[config.mk]
export PLATFORM = sky130hd
export DESIGN_NAME = ppst_mul
export DESIGN_NICKNAME = d
export VERILOG_FILES = /design/src/rtl/ppst_pkg.sv /design/src/rtl/ppst_mul.sv
export SDC_FILE = /design/constraint.sdc
export NUM_CORES = 2
export LEC_CHECK = 0
export ABC_AREA = 1
export BUFFER_PORTS_ARGS = -buffer_cell sky130_fd_sc_hd__buf_2
export CAP_MARGIN = 25
export CORE_MARGIN = 5
export CORE_UTILIZATION = 25
export DETAILED_ROUTE_END_ITERATION = 10
export PLACE_DENSITY = 0.36
export SKIP_CTS_REPAIR_TIMING = 1
export SLEW_MARGIN = 40
export SYNTH_ARGS = -nofsm -noshare
export SYNTH_HDL_FRONTEND = slang
export SYNTH_SLANG_ARGS = --single-unit
[constraint.sdc]
create_clock -name i_clk -period 6.33 [get_ports i_clk]
set_input_delay 0.633 -clock i_clk [delete_from_list [all_inputs] [get_ports i_clk]]
set_output_delay 0.633 -clock i_clk [all_outputs]
set_load 0.01 [all_outputs]
[src/rtl/ppst_pkg.sv]
package ppst_pkg;

    localparam int MAX_WAYPOINTS_DEF = 1024;
    localparam int CORDIC_STEPS_DEF  = 16;

    localparam int XY_W   = 48;   // CORDIC x/y datapath
    localparam int ANG_W  = 36;   // binary angle, 2^32 per turn
    localparam int MUL_W  = 34;   // multiplier operand
    localparam int PROD_W = 68;   // multiplier product
    localparam int DIST_W = 66;   // squared distance

    localparam logic signed [XY_W-1:0]  KINV_Q30     = 48'sd652032874;
    localparam logic signed [XY_W-1:0]  NORM_LIMIT   = 48'sd1099511627776;
    localparam logic signed [ANG_W-1:0] TURN_HALF    = 36'sd2147483648;
    localparam logic signed [ANG_W-1:0] TURN_QUARTER = 36'sd1073741824;
    localparam logic [MUL_W-1:0]        PI_Q29       = 34'd1686629713;
    localparam logic [MUL_W-1:0]        DIV5_MAGIC   = 34'd3435973837;

    localparam logic REG_LOOKAHEAD = 1'b0;
    localparam logic REG_SPEED     = 1'b1;

    typedef enum logic {
        CORD_VEC,
        CORD_ROT
    } t_cordic_mode;

    typedef struct packed {
        logic         start;
        t_cordic_mode mode;
    } t_cordic_req;

    function automatic logic [29:0] atan_entry(input logic [4:0] idx);
        case (idx)
            5'd0:  atan_entry = 30'd536870912;
            5'd1:  atan_entry = 30'd316933406;
            5'd2:  atan_entry = 30'd167458907;
            5'd3:  atan_entry = 30'd85004756;
            5'd4:  atan_entry = 30'd42667331;
            5'd5:  atan_entry = 30'd21354465;
            5'd6:  atan_entry = 30'd10679838;
            5'd7:  atan_entry = 30'd5340245;
            5'd8:  atan_entry = 30'd2670163;
            5'd9:  atan_entry = 30'd1335087;
            5'd10: atan_entry = 30'd667544;
            5'd11: atan_entry = 30'd333772;
            5'd12: atan_entry = 30'd166886;
            5'd13: atan_entry = 30'd83443;
            5'd14: atan_entry = 30'd41722;
            5'd15: atan_entry = 30'd20861;
            5'd16: atan_entry = 30'd10430;
            5'd17: atan_entry = 30'd5215;
            5'd18: atan_entry = 30'd2608;
            5'd19: atan_entry = 30'd1304;
            5'd20: atan_entry = 30'd652;
            5'd21: atan_entry = 30'd326;
            5'd22: atan_entry = 30'd163;
            5'd23: atan_entry = 30'd81;
            default: atan_entry = 30'd0;
        endcase
    endfunction

endpackage

[src/rtl/ppst_mul.sv]
module ppst_mul (
    input  logic                              i_clk,
    input  logic                              i_rst_n,
    input  logic                              i_start,
    input  logic signed [ppst_pkg::MUL_W-1:0]  i_a,
    input  logic signed [ppst_pkg::MUL_W-1:0]  i_b,
    output logic                              o_done,
    output logic signed [ppst_pkg::PROD_W-1:0] o_p
);
    import ppst_pkg::*;

    typedef enum logic [1:0] {
        M_IDLE,
        M_LO,
        M_HI,
        M_SUM
    } t_mstate;

    t_mstate                  r_state;
    logic                     r_done;
    logic signed [MUL_W-1:0]  r_a;
    logic signed [MUL_W-1:0]  r_b;
    logic signed [51:0]       r_mp;
    logic signed [PROD_W-1:0] r_acc;
    logic signed [17:0]       w_lo;
    logic signed [17:0]       w_hi;

    assign w_lo = {1'b0, r_b[16:0]};
    assign w_hi = {r_b[MUL_W-1], r_b[MUL_W-1:17]};

    // two 34x18 partial products, low half first
    always_ff @(posedge i_clk) begin
        if (!i_rst_n) begin
            r_state <= M_IDLE;
            r_done  <= 1'b0;
        end else begin
            r_done <= 1'b0;
            unique case (r_state)
                M_IDLE: begin
                    if (i_start) begin
                        r_a     <= i_a;
                        r_b     <= i_b;
                        r_state <= M_LO;
                    end
                end
                M_LO: begin
                    r_mp    <= r_a * w_lo;
                    r_state <= M_HI;
                end
                M_HI: begin
                    r_acc   <= PROD_W'(r_mp);
                    r_mp    <= r_a * w_hi;
                    r_state <= M_SUM;
                end
                M_SUM: begin
                    r_acc   <= r_acc + (PROD_W'(r_mp) <<< 17);
                    r_done  <= 1'b1;
                    r_state <= M_IDLE;
                end
                default: r_state <= M_IDLE;
            endcase
        end
    end

    assign o_done = r_done;
    assign o_p    = r_acc;

endmodule

### Yosys cells after proc, flatten, opt, wreduce, memory -nomap -nowiden

Index checks and enable logic that the tools add are counted.

* word-level logic and storage cells: 24
* input port bits: 71
* output and inout bits: 69
* register bits after elaboration: 191

* add/sub/neg operators: 1
* reduce and logical (&&, ||, !) cells: 6
* $mul: 2
* equality and inequality tests: 4
* multiplexer cells: 5

Operators by type and width (count)
* $pmux W68 S2: 1
* $pmux W52 S2: 1
* $add A68 B68 Y68: 1
* $mul A34 B18 Y52: 1
* $mul A34 B17 Y51: 1
* $pmux W2 S4: 1
* $eq A2 B2 Y1 const B: 2
* $reduce_and A2 Y1: 2
* $reduce_bool A2 Y1: 2
* $reduce_and A3 Y1: 1
* $eq A2 B1 Y1 const B: 1
* $logic_not A2 Y1: 1
* $mux W2: 1
* $ne A2 B2 Y1 const B: 1
* $mux W1: 1

### Longest topological paths before layout

* depth after elaboration: 3
* mapped depth: 30
* gate-level depth less buffers: 28

### Worst setup path after synthesis

No wires, ideal clock.

* path kind: register to register
* from: register r_b[6]
* to: register r_mp[51], data pin
* data required time: 6075 ps
* cell stages (with the launch flop): 27
* buffers on the path: 2
* slack: 536 ps
* library setup time: 255 ps
* data arrival time: 5540 ps
* clock period less this slack: 5794 ps
* cell sequence: edfxtp_1 clkbuf_1 clkbuf_1 nand2_1 fa_1 inv_1 fa_1 fa_1 inv_1 fa_1 inv_1 fa_1 inv_1 fa_1 inv_1 ha_1 nand2_1 inv_1 nand2_1 nor3_1 nand2_1 nor2_1 nand2_1 nand3_1 nand2_1 nand3_1 nand2_1

* word-level cells in the longest chain between the ends: 2

RTL lines
* from (decl): line ppst_mul.sv:22 `logic signed [MUL_W-1:0] r_b;`
* from (signal assigned): line ppst_mul.sv:42 `r_b <= i_b;`
* $mul A34 B18 Y52: line ppst_mul.sv:47 `r_mp <= r_a * w_lo;`
* $pmux W52 S2: line ppst_mul.sv:38 `unique case (r_state)`
* to (signal assigned): line ppst_mul.sv:47
* to (signal assigned): line ppst_mul.sv:52 `r_mp <= r_a * w_hi;`
* to (decl): line ppst_mul.sv:23 `logic signed [51:0] r_mp;`

No other way between the ends.
A chain may end at the register's enable or synchronous reset.

### Worst setup path in the final report

* from: register r_b[7]
* to: register r_mp[31], data pin

The elaborated chain is that of the path after synthesis.

==> impl_metrics.sql <==
INSERT INTO impl_metrics (metric_group, metric, value, unit) VALUES
('floorplan', 'placementRows', '173', ''),
('grt', 'number_of_antenna_violations_at_the_first_check_in_global_routing', '14', ''),
('synth', 'netlist_area', '0.0555', 'mm2'),
('detailed_routing', 'remaining_drc_errors', '0', ''),
('status', 'status', 'finished clean', ''),
('detailed_routing', 'detailroute.via_count', '45900', ''),
('setup_path', 'criticalPathCategory', 'reg2reg', ''),
('finish', 'syn2layout_area_growth', '17.9', '%'),
('synth', 'postSynthCellCount', '7591', ''),
('sta', 'fin_tns_setup', '0', 'ps'),
('sta', 'timing.final.hold_violations', '0', ''),
('setup_path', 'cp_data_required_time', '6650', 'ps'),
('floorplan', 'io_pins', '140', ''),
('sta', 'period_share', '0.971', ''),
('clock_tree', 'clk_latency', '590', 'ps'),
('sta', 'worst_pin_slew', '771', 'ps'),
('clock_tree', 'cts_buffer_depth', '2', ''),
('sta', 'hold_ws', '203', 'ps'),
('placement', 'gp_congestion', '0.875', ''),
('detailed_routing', 'drt-initial-drc-count', '2596', ''),
('hold_path', 'hold_class', 'in2reg', ''),
('setup_path', 'crit_path_end_kind', 'flop', ''),
('clock_tree', 'cts-buffers-inserted', '17', ''),
('floorplan', 'die_h', '481', 'um'),
('sta', 'rsz0062_at_grt', 'yes', ''),
('finish', 'nets', '9380', ''),
('synth', 'synth-seq-area-share', '0.103', ''),
('synth', 'synth.distinct_cells', '37', ''),
('setup_path', 'slowest_delay', '520', 'ps'),
('clock_tree', 'tritoncts', 'done', ''),
('placement', 'dpl_worst_slack', '-481', 'ps'),
('grt', 'grt_first_pass_wirelength', '313', 'mm'),
('synth', 'synth.ff_latch_count', '191', ''),
('finish', 'layout_cells_sized_above_1', '0.123', ''),
('sta', 'final_max_slew_viol_count', '0', ''),
('grt', 'globalRouteOverflowTotal', '0', ''),
('job', 'maxCapViolations', '0', ''),
('placement', 'buffer_ports.inserted', '139', ''),
('detailed_routing', 'drtAntennaViolNets', '0', ''),
('sta', 'final_setup_violation_count', '0', ''),
('placement', 'hpwl', '173', 'mm'),
('setup_path', 'cp.arrival', '6460', 'ps'),
('synth', 'ys.warnings.count', '0', ''),
('clock_tree', 'worst_setup_hold_path_clk_slew', '130', 'ps'),
('floorplan', 'start_util', '0.250', ''),
('setup_path', 'critPathSlowestCell', 'fa_1', ''),
('floorplan', 'die_w', '481', 'um'),
('detailed_routing', 'drt-total-wl', '214', 'mm'),
('sta', 'maximum_frequency_from_static_timing_analysis', '0.163', 'GHz'),
('clock_tree', 'cts.sinks', '191', ''),
('finish', 'final_design_area_no_fill', '0.0654', 'mm2'),
('setup_path', 'worst-path-max-fanout', '24', ''),
('setup_path', 'startpoint_type', 'flop', ''),
('sta', 'fin_worst_skew', '31.8', 'ps'),
('detailed_routing', 'post_drt_wl_per_cell', '19.6', 'um'),
('detailed_routing', 'route.detailed.vias_per_inst', '4.21', ''),
('grt', 'grt_use_total', '0.181', ''),
('placement', 'placed_area', '0.0628', 'mm2'),
('grt', 'grt_pass1_vias', '48900', ''),
('sta', 'relative_slew_margins', '0.486', ''),
('sta', 'finalCriticalPeriod', '6140', 'ps'),
('synth', 'synth.net_count', '9060', ''),
('detailed_routing', 'drt-pass1-iter-count', '7', ''),
('clock_tree', 'clock_tree.htree_level_count', '4', ''),
('clock_tree', 'root_buffer', 'clkbuf_16', ''),
('synth', 'avgSynthCellArea', '7.31', 'um2'),
('sta', 'setup_ws', '187', 'ps'),
('floorplan', 'core_region_area', '0.222', 'mm2'),
('grt', 'grt_start_max_net_pins', '65', ''),
('floorplan', 'die_area', '0.232', 'mm2');
metal layers:
layer  global-route usage  part of all wire
met5                    0           0.00022
met4               0.0356             0.021
met3               0.0144             0.034
met2                0.302              0.47
met1                0.258              0.47
cells in the mapped netlist (all sizes together):
master	instances	area (um2)
nand2	2497	9470
inv	2320	8710
fa	1103	22100
ha	295	3690
clkbuf	283	1060
nor2	278	1210
nand3	222	1160
edfxtp	188	5650
a21oi	128	644
o21ai	76	380
nand4	49	307
nor3	28	190
or2	22	138
xnor2	22	193
nand3b	17	128
xor2	17	149
o21bai	16	120
buf	10	45.0
and2	8	50.1
o211ai	4	40.0
dfxtp	3	60.1
a31oi	2	12.5
clkinv	2	7.51
and3	1	6.26
state kept, by name, indices dropped and copies added, names as in the netlist:
| name | flops |
|---|---|
| r_b | 34 |
| r_mp | 52 |
| r_a | 34 |
| r_state | 2 |
| o_done | 1 |
| o_p | 68 |
worst paths after layout:
check | to | startpoint | slack [ps] | cells past startpoint
worst max register to register | r_mp[31] | r_b[7] | 190 | 30
worst min-delay path | r_a[26] | i_a[26] | 200 | 1
worst max-delay path | r_mp[31] | r_b[7] | 190 | 30
worst min register to register | r_state[1] | r_state[1] | 550 | 2
area by class of cell:
cell class	count	area (um2)
clock buffers	17	425
fillers	24500	156000
inverters	2322	8720
multi-input cells	4785	41100
diodes	4	10.0
clock inverters	15	226
repair buffers	594	5460
well taps	2975	3720
flip-flops and latches	191	5710
metrics by stage:
stage	cells	util
2_1_floorplan	7591	-
3_3_place_gp	10800	0.283
3_5_place_dp	10800	0.283
4_1_cts	10800	0.286
5_1_grt	10900	0.295
6_report	10900	0.295
worst max-delay path: cells and delay by family (launching register included):
| family | cells | cell delay (ps) |
|---|---|---|
| DFF | 1 | 430 |
| adders and majority gates | 7 | 3270 |
| AOI/OAI and AO/OA | 2 | 210 |
| and+or+nand+nor | 9 | 810 |
| buffers and inverters | 12 | 1080 |
cell usage in the layout (no fill, tap or decap), types with 62 or more instances in the layout:
| cell type | netlist | layout |
|---|---|---|
| nand2_1 | 2460 | 2415 |
| nor2_1 | 225 | 183 |
| nand3_1 | 212 | 192 |
| nand2_2 | 36 | 79 |
| inv_1 | 2302 | 2292 |
| buf_4 | 0 | 344 |
| a21oi_1 | 127 | 118 |
| o21ai_0 | 74 | 62 |
| ha_1 | 295 | 241 |
| edfxtp_1 | 188 | 188 |
| fa_1 | 1103 | 1088 |
| nor2_2 | 46 | 69 |
| buf_2 | 6 | 139 |
| buf_12 | 0 | 86 |
cells by family after synthesis:
| family | count (synthesis) | synth area share |
|---|---|---|
| fa+ha+maj | 1398 | 0.464 |
| flops | 191 | 0.103 |
| xor+xnor | 39 | 0.00615 |
| compound gates | 226 | 0.0216 |
| simple gates | 3122 | 0.228 |
| buf+inv | 2615 | 0.177 |
Power is left out: the tool's default activity adds up to more than one toggle a clock period on the data nets, which glitch-free logic cannot reach.
