--- src/rtl/ppst_pkg.sv ---
package ppst_pkg;

    localparam int MAX_WAYPOINTS_DEF = 1024;
    localparam int CORDIC_STEPS_DEF  = 16;

    localparam int XY_W   = 48;   // CORDIC x/y datapath
    localparam int ANG_W  = 36;   // binary angle, 2^32 per turn
    localparam int MUL_W  = 34;   // multiplier operand
    localparam int PROD_W = 68;   // multiplier product
    localparam int DIST_W = 66;   // squared distance

    localparam logic signed [XY_W-1:0]  KINV_Q30     = 48'sd652032874;
    localparam logic signed [XY_W-1:0]  NORM_LIMIT   = 48'sd1099511627776;
    localparam logic signed [ANG_W-1:0] TURN_HALF    = 36'sd2147483648;
    localparam logic signed [ANG_W-1:0] TURN_QUARTER = 36'sd1073741824;
    localparam logic [MUL_W-1:0]        PI_Q29       = 34'd1686629713;
    localparam logic [MUL_W-1:0]        DIV5_MAGIC   = 34'd3435973837;

    localparam logic REG_LOOKAHEAD = 1'b0;
    localparam logic REG_SPEED     = 1'b1;

    typedef enum logic {
        CORD_VEC,
        CORD_ROT
    } t_cordic_mode;

    typedef struct packed {
        logic         start;
        t_cordic_mode mode;
    } t_cordic_req;

    function automatic logic [29:0] atan_entry(input logic [4:0] idx);
        case (idx)
            5'd0:  atan_entry = 30'd536870912;
            5'd1:  atan_entry = 30'd316933406;
            5'd2:  atan_entry = 30'd167458907;
            5'd3:  atan_entry = 30'd85004756;
            5'd4:  atan_entry = 30'd42667331;
            5'd5:  atan_entry = 30'd21354465;
            5'd6:  atan_entry = 30'd10679838;
            5'd7:  atan_entry = 30'd5340245;
            5'd8:  atan_entry = 30'd2670163;
            5'd9:  atan_entry = 30'd1335087;
            5'd10: atan_entry = 30'd667544;
            5'd11: atan_entry = 30'd333772;
            5'd12: atan_entry = 30'd166886;
            5'd13: atan_entry = 30'd83443;
            5'd14: atan_entry = 30'd41722;
            5'd15: atan_entry = 30'd20861;
            5'd16: atan_entry = 30'd10430;
            5'd17: atan_entry = 30'd5215;
            5'd18: atan_entry = 30'd2608;
            5'd19: atan_entry = 30'd1304;
            5'd20: atan_entry = 30'd652;
            5'd21: atan_entry = 30'd326;
            5'd22: atan_entry = 30'd163;
            5'd23: atan_entry = 30'd81;
            default: atan_entry = 30'd0;
        endcase
    endfunction

endpackage

--- src/rtl/ppst_cordic.sv ---
module ppst_cordic #(
    parameter int CORDIC_STEPS = ppst_pkg::CORDIC_STEPS_DEF
) (
    input  logic                             i_clk,
    input  logic                             i_rst_n,
    input  ppst_pkg::t_cordic_req            i_req,
    input  logic signed [ppst_pkg::XY_W-1:0]  i_x,
    input  logic signed [ppst_pkg::XY_W-1:0]  i_y,
    input  logic signed [ppst_pkg::ANG_W-1:0] i_ang,
    output logic                             o_done,
    output logic signed [ppst_pkg::ANG_W-1:0] o_z,
    output logic signed [ppst_pkg::XY_W-1:0]  o_y
);
    import ppst_pkg::*;

    localparam int SW = $clog2(CORDIC_STEPS + 1);

    typedef enum logic [1:0] {
        C_IDLE,
        C_NORM,
        C_ITER
    } t_cstate;

    t_cstate                 r_state;
    t_cordic_mode            r_mode;
    logic                    r_done;
    logic [SW-1:0]           r_i;
    logic signed [XY_W-1:0]  r_x;
    logic signed [XY_W-1:0]  r_y;
    logic signed [ANG_W-1:0] r_z;
    logic signed [XY_W-1:0]  w_xs;
    logic signed [XY_W-1:0]  w_ys;
    logic signed [ANG_W-1:0] w_at;
    logic                    w_small;
    logic                    w_down;

    assign w_xs    = r_x >>> r_i;
    assign w_ys    = r_y >>> r_i;
    assign w_at    = signed'(ANG_W'(atan_entry(5'(r_i))));
    assign w_small = (r_x < NORM_LIMIT) && (r_x > -NORM_LIMIT) &&
                     (r_y < NORM_LIMIT) && (r_y > -NORM_LIMIT);
    // w_down rotates counterclockwise: x -= y>>i, y += x>>i, z -= atan
    assign w_down  = (r_mode == CORD_VEC) ? (r_y < 0) : (r_z >= 0);

    always_ff @(posedge i_clk) begin
        if (!i_rst_n) begin
            r_state <= C_IDLE;
            r_done  <= 1'b0;
        end else begin
            r_done <= 1'b0;
            unique case (r_state)
                C_IDLE: begin
                    if (i_req.start) begin
                        r_mode <= i_req.mode;
                        r_i    <= '0;
                        if (i_req.mode == CORD_VEC) begin
                            r_x <= i_x;
                            r_y <= i_y;
                            r_z <= '0;
                            if (i_x == 0 && i_y == 0) begin
                                r_done <= 1'b1;
                            end else begin
                                r_state <= C_NORM;
                            end
                        end else begin
                            r_x <= KINV_Q30;
                            r_y <= '0;
                            // fold into [-pi/2, pi/2]
                            if (i_ang > TURN_QUARTER) begin
                                r_z <= TURN_HALF - i_ang;
                            end else if (i_ang < -TURN_QUARTER) begin
                                r_z <= -TURN_HALF - i_ang;
                            end else begin
                                r_z <= i_ang;
                            end
                            r_state <= C_ITER;
                        end
                    end
                end
                C_NORM: begin
                    if (w_small) begin
                        r_x <= r_x <<< 1;
                        r_y <= r_y <<< 1;
                    end else begin
                        if (r_x < 0) begin
                            r_z <= (r_y >= 0) ? TURN_HALF : -TURN_HALF;
                            r_x <= -r_x;
                            r_y <= -r_y;
                        end
                        r_state <= C_ITER;
                    end
                end
                C_ITER: begin
                    if (r_i == SW'(CORDIC_STEPS) || (r_mode == CORD_VEC && r_y == 0)) begin
                        r_done  <= 1'b1;
                        r_state <= C_IDLE;
                    end else begin
                        if (w_down) begin
                            r_x <= r_x - w_ys;
                            r_y <= r_y + w_xs;
                            r_z <= r_z - w_at;
                        end else begin
                            r_x <= r_x + w_ys;
                            r_y <= r_y - w_xs;
                            r_z <= r_z + w_at;
                        end
                        r_i <= r_i + SW'(1);
                    end
                end
                default: r_state <= C_IDLE;
            endcase
        end
    end

    assign o_done = r_done;
    assign o_z    = r_z;
    assign o_y    = r_y;

endmodule

--- config.mk ---
export PLATFORM = sky130hd
export DESIGN_NAME = ppst_cordic
export DESIGN_NICKNAME = d
export VERILOG_FILES = /design/src/rtl/ppst_pkg.sv /design/src/rtl/ppst_cordic.sv
export SDC_FILE = /design/constraint.sdc
export NUM_CORES = 1
export LEC_CHECK = 0
export BUFFER_PORTS_ARGS = -buffer_cell sky130_fd_sc_hd__buf_2
export CAP_MARGIN = 20
export CORE_ASPECT_RATIO = 1.75
export CORE_MARGIN = 2
export CORE_UTILIZATION = 40
export CTS_CLUSTER_DIAMETER = 100
export DETAILED_ROUTE_END_ITERATION = 10
export SYNTH_ARGS = -nofsm -noshare
export SYNTH_HDL_FRONTEND = slang
export SYNTH_SLANG_ARGS = --single-unit
--- constraint.sdc ---
create_clock -name i_clk -period 32.5 [get_ports i_clk]
set_clock_uncertainty 0.1 [all_clocks]
set_input_delay 1.625 -clock i_clk [delete_from_list [all_inputs] [get_ports i_clk]]
set_output_delay 1.625 -clock i_clk [all_outputs]
set_load 0.02 [all_outputs]
-- Word level (Yosys, flattened, before mapping)
Memory sizes are Yosys's and may differ from the RTL's. A register that Yosys moved wholly into a read port is not among the register bits.
Cells that the tools add are included.
- output and inout bits: 85
- input port bits: 136
- ROM bits: 960
- word-level logic and storage cells: 99
- memories: 1
- register bits after elaboration: 141
- bitwise logic cells: 1
- magnitude comparators: 10
- multiplexer cells: 40
- shift operators: 2
- reductions and logical operators: 17
- eq/ne operators: 10
- add/subtract/negate cells: 11
- memory list (name ; words ; bits a word ; rd ports ; clocked after Yosys merged registers in ; write ports ; line ; RTL):
    (name not given) ; 32 ; 30 ; 1 ; 1 ; 0 ; ppst_pkg.sv:33 ; case (idx)
- operator list (cell ; number):
    48-bit 2-to-1 mux ; 12
    36-bit 2-to-1 mux ; 9
    48-bit case mux with 3 select lines ; 2
    48-bit zero test ; 3
    36-bit case mux with 3 select lines ; 1
    48-bit adder ; 2
    48-bit by 41-bit greater-than comparator with 1-bit output, second input constant ; 2
    48-bit by 1-bit < comparator with 1-bit output, second input constant ; 2
    48-bit by 42-bit < comparator with 1-bit output, second input constant ; 2
    48-bit negator ; 2
    48-bit by 5-bit >>> shifter with 48-bit output ; 2
    48-bit subtractor ; 2
    48-bit by 1-bit >= comparator with 1-bit output, second input constant ; 1
    36-bit by 31-bit adder with 36-bit output ; 1
    36-bit by 1-bit >= comparator with 1-bit output, second input constant ; 1
    36-bit by 32-bit greater-than comparator with 1-bit output, second input constant ; 1
    36-bit by 31-bit < comparator with 1-bit output, second input constant ; 1
    32-bit by 36-bit subtractor with 36-bit output, first input constant ; 1
    33-bit by 36-bit subtractor with 36-bit output, first input constant ; 1
    36-bit by 31-bit subtractor with 36-bit output ; 1
    5-bit 2-to-1 mux ; 3
    2-bit 2-to-1 mux ; 5
    2-bit != test, second input constant ; 5
    5-bit case mux with 2 select lines ; 1
    other kinds (18) ; 28

-- Longest topological paths before layout
- depth after elaboration: 6
- depth in mapped cells: 32
- depth with buffers taken out: 23

-- Least setup slack after synthesis
Ideal clock, no wire load.
- path kind: register to register
- start: register r_i[0]
- end: register r_y[0] (netlist: o_y[0]), enable pin
- setup time: 0.787 ns
- arrival time: 11.357 ns
- data required time: 31.613 ns
- buffers on the path: 7
- setup slack: 20.256 ns
- clock period less this slack: 12.244 ns
- stages on the path, launching flop included: 14
- path through: edfxtp_1 -> buf_6 -> inv_1 -> buf_2 -> buf_4 -> buf_2 -> buf_4 -> buf_2 -> buf_2 -> ha_1 -> nand3_1 -> o21ai_2 -> and2_1 -> nor4_1
- longest elaborated chain between the ends: 4
- RTL lines (item ; line ; RTL):
    from (decl) ; ppst_cordic.sv:27 ; logic [SW-1:0] r_i;
    from (signal assigned) ; ppst_cordic.sv:107 ; r_i <= r_i + SW'(1);
    5-bit == test ; ppst_cordic.sv:94 ; if (r_i == SW'(CORDIC_STEPS) || (r_mode == CORD_VEC && r_y == 0)) begin
    1-bit logical OR ; ppst_cordic.sv:94 ;
    2-bit != test (no line) ; n/a ;
    5-bit AND reduction (no line) ; n/a ;
    to (signal assigned) ; ppst_cordic.sv:88 ; r_y <= -r_y;
    to (signal assigned) ; ppst_cordic.sv:100 ; r_y <= r_y + w_xs;
    to (signal assigned) ; ppst_cordic.sv:104 ; r_y <= r_y - w_xs;
    to (decl) ; ppst_cordic.sv:29 ; logic signed [XY_W-1:0] r_y;
No other way between the ends.
A chain may end at the register's enable or synchronous reset.

-- Final worst setup path
- start: register r_i[1]
- end: register r_y[46] (netlist: o_y[46]), data pin
- longest elaborated chain between the ends: 5
- elaborated cells on any way between the ends: 6
- those cells by class: add/sub (2); shift (1); mux (3)
- RTL lines (item ; line ; RTL):
    48-bit by 5-bit >>> shifter with 48-bit output (*) ; ppst_cordic.sv:37 ; assign w_xs = r_x >>> r_i;
    48-bit subtractor or 48-bit adder (tied branches) ; ppst_cordic.sv:104, ppst_cordic.sv:100 ;
    48-bit 2-to-1 mux (*) ; ppst_cordic.sv:98 ; if (w_down) begin
    48-bit 2-to-1 mux (*) ; ppst_cordic.sv:94 ;
    48-bit case mux with 3 select lines (*) ; ppst_cordic.sv:51 ; unique case (r_state)
    to (signal assigned) ; ppst_cordic.sv:58 ; r_y <= i_y;
    to (signal assigned) ; ppst_cordic.sv:100 ;
    to (signal assigned) ; ppst_cordic.sv:104 ;
Every way passes the cells marked *; elsewhere a longest branch is shown, timed or not. The select of a mux whose other input is x is not followed.

==> flow_metrics.py <==
metrics = {
    "placement": {
        "gp_congestion": 1.02,
        "place_worst_setup_slack_ps": 24010,
        "place_area_um2": 30900,
        "place.detailed.hpwl_um": 107000,
        "port_buffers": 220,
    },
    "timing": {
        "worst_hold_slack_ps": 469,
        "fin_crit_sh_pct": 26.9,
        "hold_viol_final": 0,
        "grt_setup_unrepaired": "false",
        "final-setup-viol-count": 0,
        "setup_ws_ps": 23770,
        "period_minus_slack_ps": 8730,
        "max_freq_ghz": 0.115,
        "worst_pin_slew_ps": 1290,
        "drv_slew": 0,
        "tns_ps": 0,
        "maxSlewHeadroom_pct": 14.3,
    },
    "power": {
        "p_int_mw": 1.48,
        "clkPwrFrac_pct": 6.7,
        "switching_share_pct": 56.4,
        "p_per_area_nw_per_um2": 107,
        "finalPower_mw": 3.38,
        "seqPwrFrac_pct": 14.3,
        "p_sw_mw": 1.91,
        "combPwrFrac_pct": 79.1,
        "ir_worst_vdd_mv": 0.0743,
        "p_leak_nw": 12.2,
    },
    "run": {
        "max_cap_violations": 0,
    },
    "routing": {
        "wl_per_cell_um": 30.5,
        "ant_nets": 0,
        "drt_first_pass_iters": 6,
        "vias": 31400,
        "drc_errors": 0,
        "viasPerCell": 6.83,
        "wl_um": 140000,
        "drt_iter0_drc": 2998,
    },
    "synth": {
        "synth-async-reset-ratio_pct": 0,
        "synth-edff-count": 138,
        "ys_seq_area_share_pct": 16.3,
        "synth_cell_types": 110,
        "synth_area_per_cell_um2": 8.08,
        "synth_common_cells": "nand2_1, a21oi_1, o21ai_0",
        "syn_inst": 3652,
        "synth_area_leaders": "edfxtp_1, mux4_2, ha_1, a21oi_1, o21ai_0",
        "synth_top_area_share_pct": 14.0,
        "synth-seq-cells": 171,
        "synthFlopType": "edfxtp_1",
        "synth_top_area_cell": "edfxtp_1",
        "ys_warn_count": 0,
        "yosysMostFrequentCell": "nand2_1",
        "synth_area_um2": 29500,
        "synth_nets": 3951,
    },
    "cells_and_area": {
        "final_nets": 3955,
        "drive_gt1_share_pct": 15.4,
        "finalInstanceArea_um2": 31500,
        "synthToLayoutAreaGrowth_pct": 6.89,
        "fillers": 7434,
    },
    "worst_setup_path": {
        "crit_type": "reg -> reg",
        "r2r_cells": 21,
        "critical_path_arrival_ps": 9050,
        "reg2reg_to": "o_y[46]",
        "critPathLaunchType": "flip-flop",
        "crit_end": "o_y[46]",
        "worstPathRequired_ps": 32820,
        "timing.rr.start": "r_i[1]",
        "worst-path-max-fanout": 139,
        "ff2ff_setup_slack_ps": 23770,
        "crit_start": "r_i[1]",
        "endpoint_kind": "flip-flop",
    },
    "hold_path": {
        "hold_class": "reg -> reg",
    },
    "clock_tree": {
        "cts.path.max_buffers": 2,
        "cts_htree_levels": 4,
        "cts_sinks": 171,
        "tritoncts.num_buffers": 17,
        "cts-resized-gates": 0,
        "hold_buffers": 0,
        "clock_latency_ps": 550,
        "cts.reportedPaths.clkPinSlew_ps": 80,
        "cts_tree": "yes",
        "post_cts_buffers": 0,
        "root_buffer": "clkbuf_16",
    },
    "run_status": {
        "status": "completed",
    },
    "global_route": {
        "grt_first_pass_wirelength_um": 203000,
        "grt_pass1_vias": 30700,
        "grt_antenna_before_repair": 6,
        "grt_max_degree": 140,
        "track_usage_pct": 36.3,
        "grt.overflow.total": 0,
    },
    "floorplan": {
        "rows": 131,
        "io_pins": 221,
        "die_x_um": 209,
        "die_y_um": 363,
        "initial_core_util_pct": 40.5,
        "coreArea_um2": 72900,
        "die-area_um2": 76100,
    },
}
kinds of logic after synthesis:
group,after synthesis,synth area share [%]
buffers and inverters,390,6.19
AOI/OAI and AO/OA,1231,27.4
muxes,281,15.3
xor gates and xnor gates,290,8.65
DFF,171,16.3
and+or+nand+nor,1126,19.1
adders and majority gates,163,6.99
registers in the layout (all words and copies together) (netlist names):
| register | count |
|---|---|
| o_done | 1 |
| r_state | 2 |
| w_at | 30 |
| r_mode | 1 |
| r_i | 5 |
| o_z | 36 |
| o_y | 48 |
| r_x | 48 |
worst min path at each step:
stage          startpoint  depth (start not counted)  slack, ps         end
3_5_place_dp   r_state[1]                          1        450  r_state[1]
3_3_place_gp   r_state[1]                          1        440  r_state[1]
6_report       r_state[1]                          1        470  r_state[1]
2_1_floorplan  r_state[1]                          1        420  r_state[1]
4_1_cts        r_state[1]                          1        470  r_state[1]
5_1_grt        r_state[1]                          1        490  r_state[1]
layout make-up:
type | instances | area, µm² | area share (%)
antenna | 5 | 12.5 | 0.0397
multi-input combinational | 3091 | 23000 | 72.8
tap | 931 | 1160 | 3.69
clock buffer | 18 | 450 | 1.43
timing repair buffer | 294 | 1700 | 5.40
sequential | 171 | 4800 | 15.2
inverter | 81 | 304 | 0.964
clock inverter | 14 | 143 | 0.452
routing by layer:
| metal | routed length, µm | share of wire [%] | up-vias | GRT usage [%] |
|---|---|---|---|---|
| li1 | - | - | 14000 | - |
| met1 | 47400 | 34 | 15200 | 37.1 |
| met2 | 68600 | 49 | 1654 | 63.5 |
| met3 | 9590 | 6.8 | 563 | 6.29 |
| met4 | 14800 | 11 | 4 | 32.5 |
| met5 | 27 | 0.019 | - | 0 |
power groups by stage:
| stage | combinational (mW) | clock, mW | sequential, mW |
|---|---|---|---|
| after floorplan | 1.91 | 0 | 0.425 |
| after global placement | 2.60 | 0 | 0.479 |
| after detailed placement | 2.60 | 0 | 0.477 |
| after CTS | 2.61 | 0.231 | 0.474 |
| after global routing | 2.87 | 0.235 | 0.488 |
| final | 2.68 | 0.226 | 0.483 |
stage by stage:
step / instances / util, %
6_report: 4605 / 43.3
5_1_grt: 4600 / 43.2
4_1_cts: 4598 / 43.2
3_5_place_dp: 4566 / 42.4
3_3_place_gp: 4565 / 42.4
2_1_floorplan: 3652 / -
placed cells by master, fill, tap and decap left out, drive strengths merged, types with 72 or more instances in the layout:
| cell | count |
|---|---|
| nand2 | 337 |
| buf | 294 |
| o21ai | 285 |
| a21oi | 284 |
| nor2 | 266 |
| ha | 160 |
| xnor2 | 151 |
| xor2 | 138 |
| edfxtp | 138 |
| mux4 | 124 |
| mux2i | 111 |
| inv | 89 |
| a21o | 78 |
| nand3 | 75 |
| a31oi | 72 |
critical path, stage by stage, from the launching register on:
cell and delay (ps):
edfxtp_1 820, buf_12 630, inv_2 610, mux2i_1 980, a22oi_1 320, o2bb2ai_1 230
and4bb_2 410, nand4_1 320, or3_4 480, nor2_1 370, a21oi_1 160, xnor2_1 180
ha_1 460, nand2_1 120, nor2_1 160, nand3_1 90, o21ai_0 490, a31oi_1 300
o21ai_0 590, a21oi_1 210, o41ai_1 300, a41o_1 130
No activity file was read; power rests on OpenSTA's default activity.
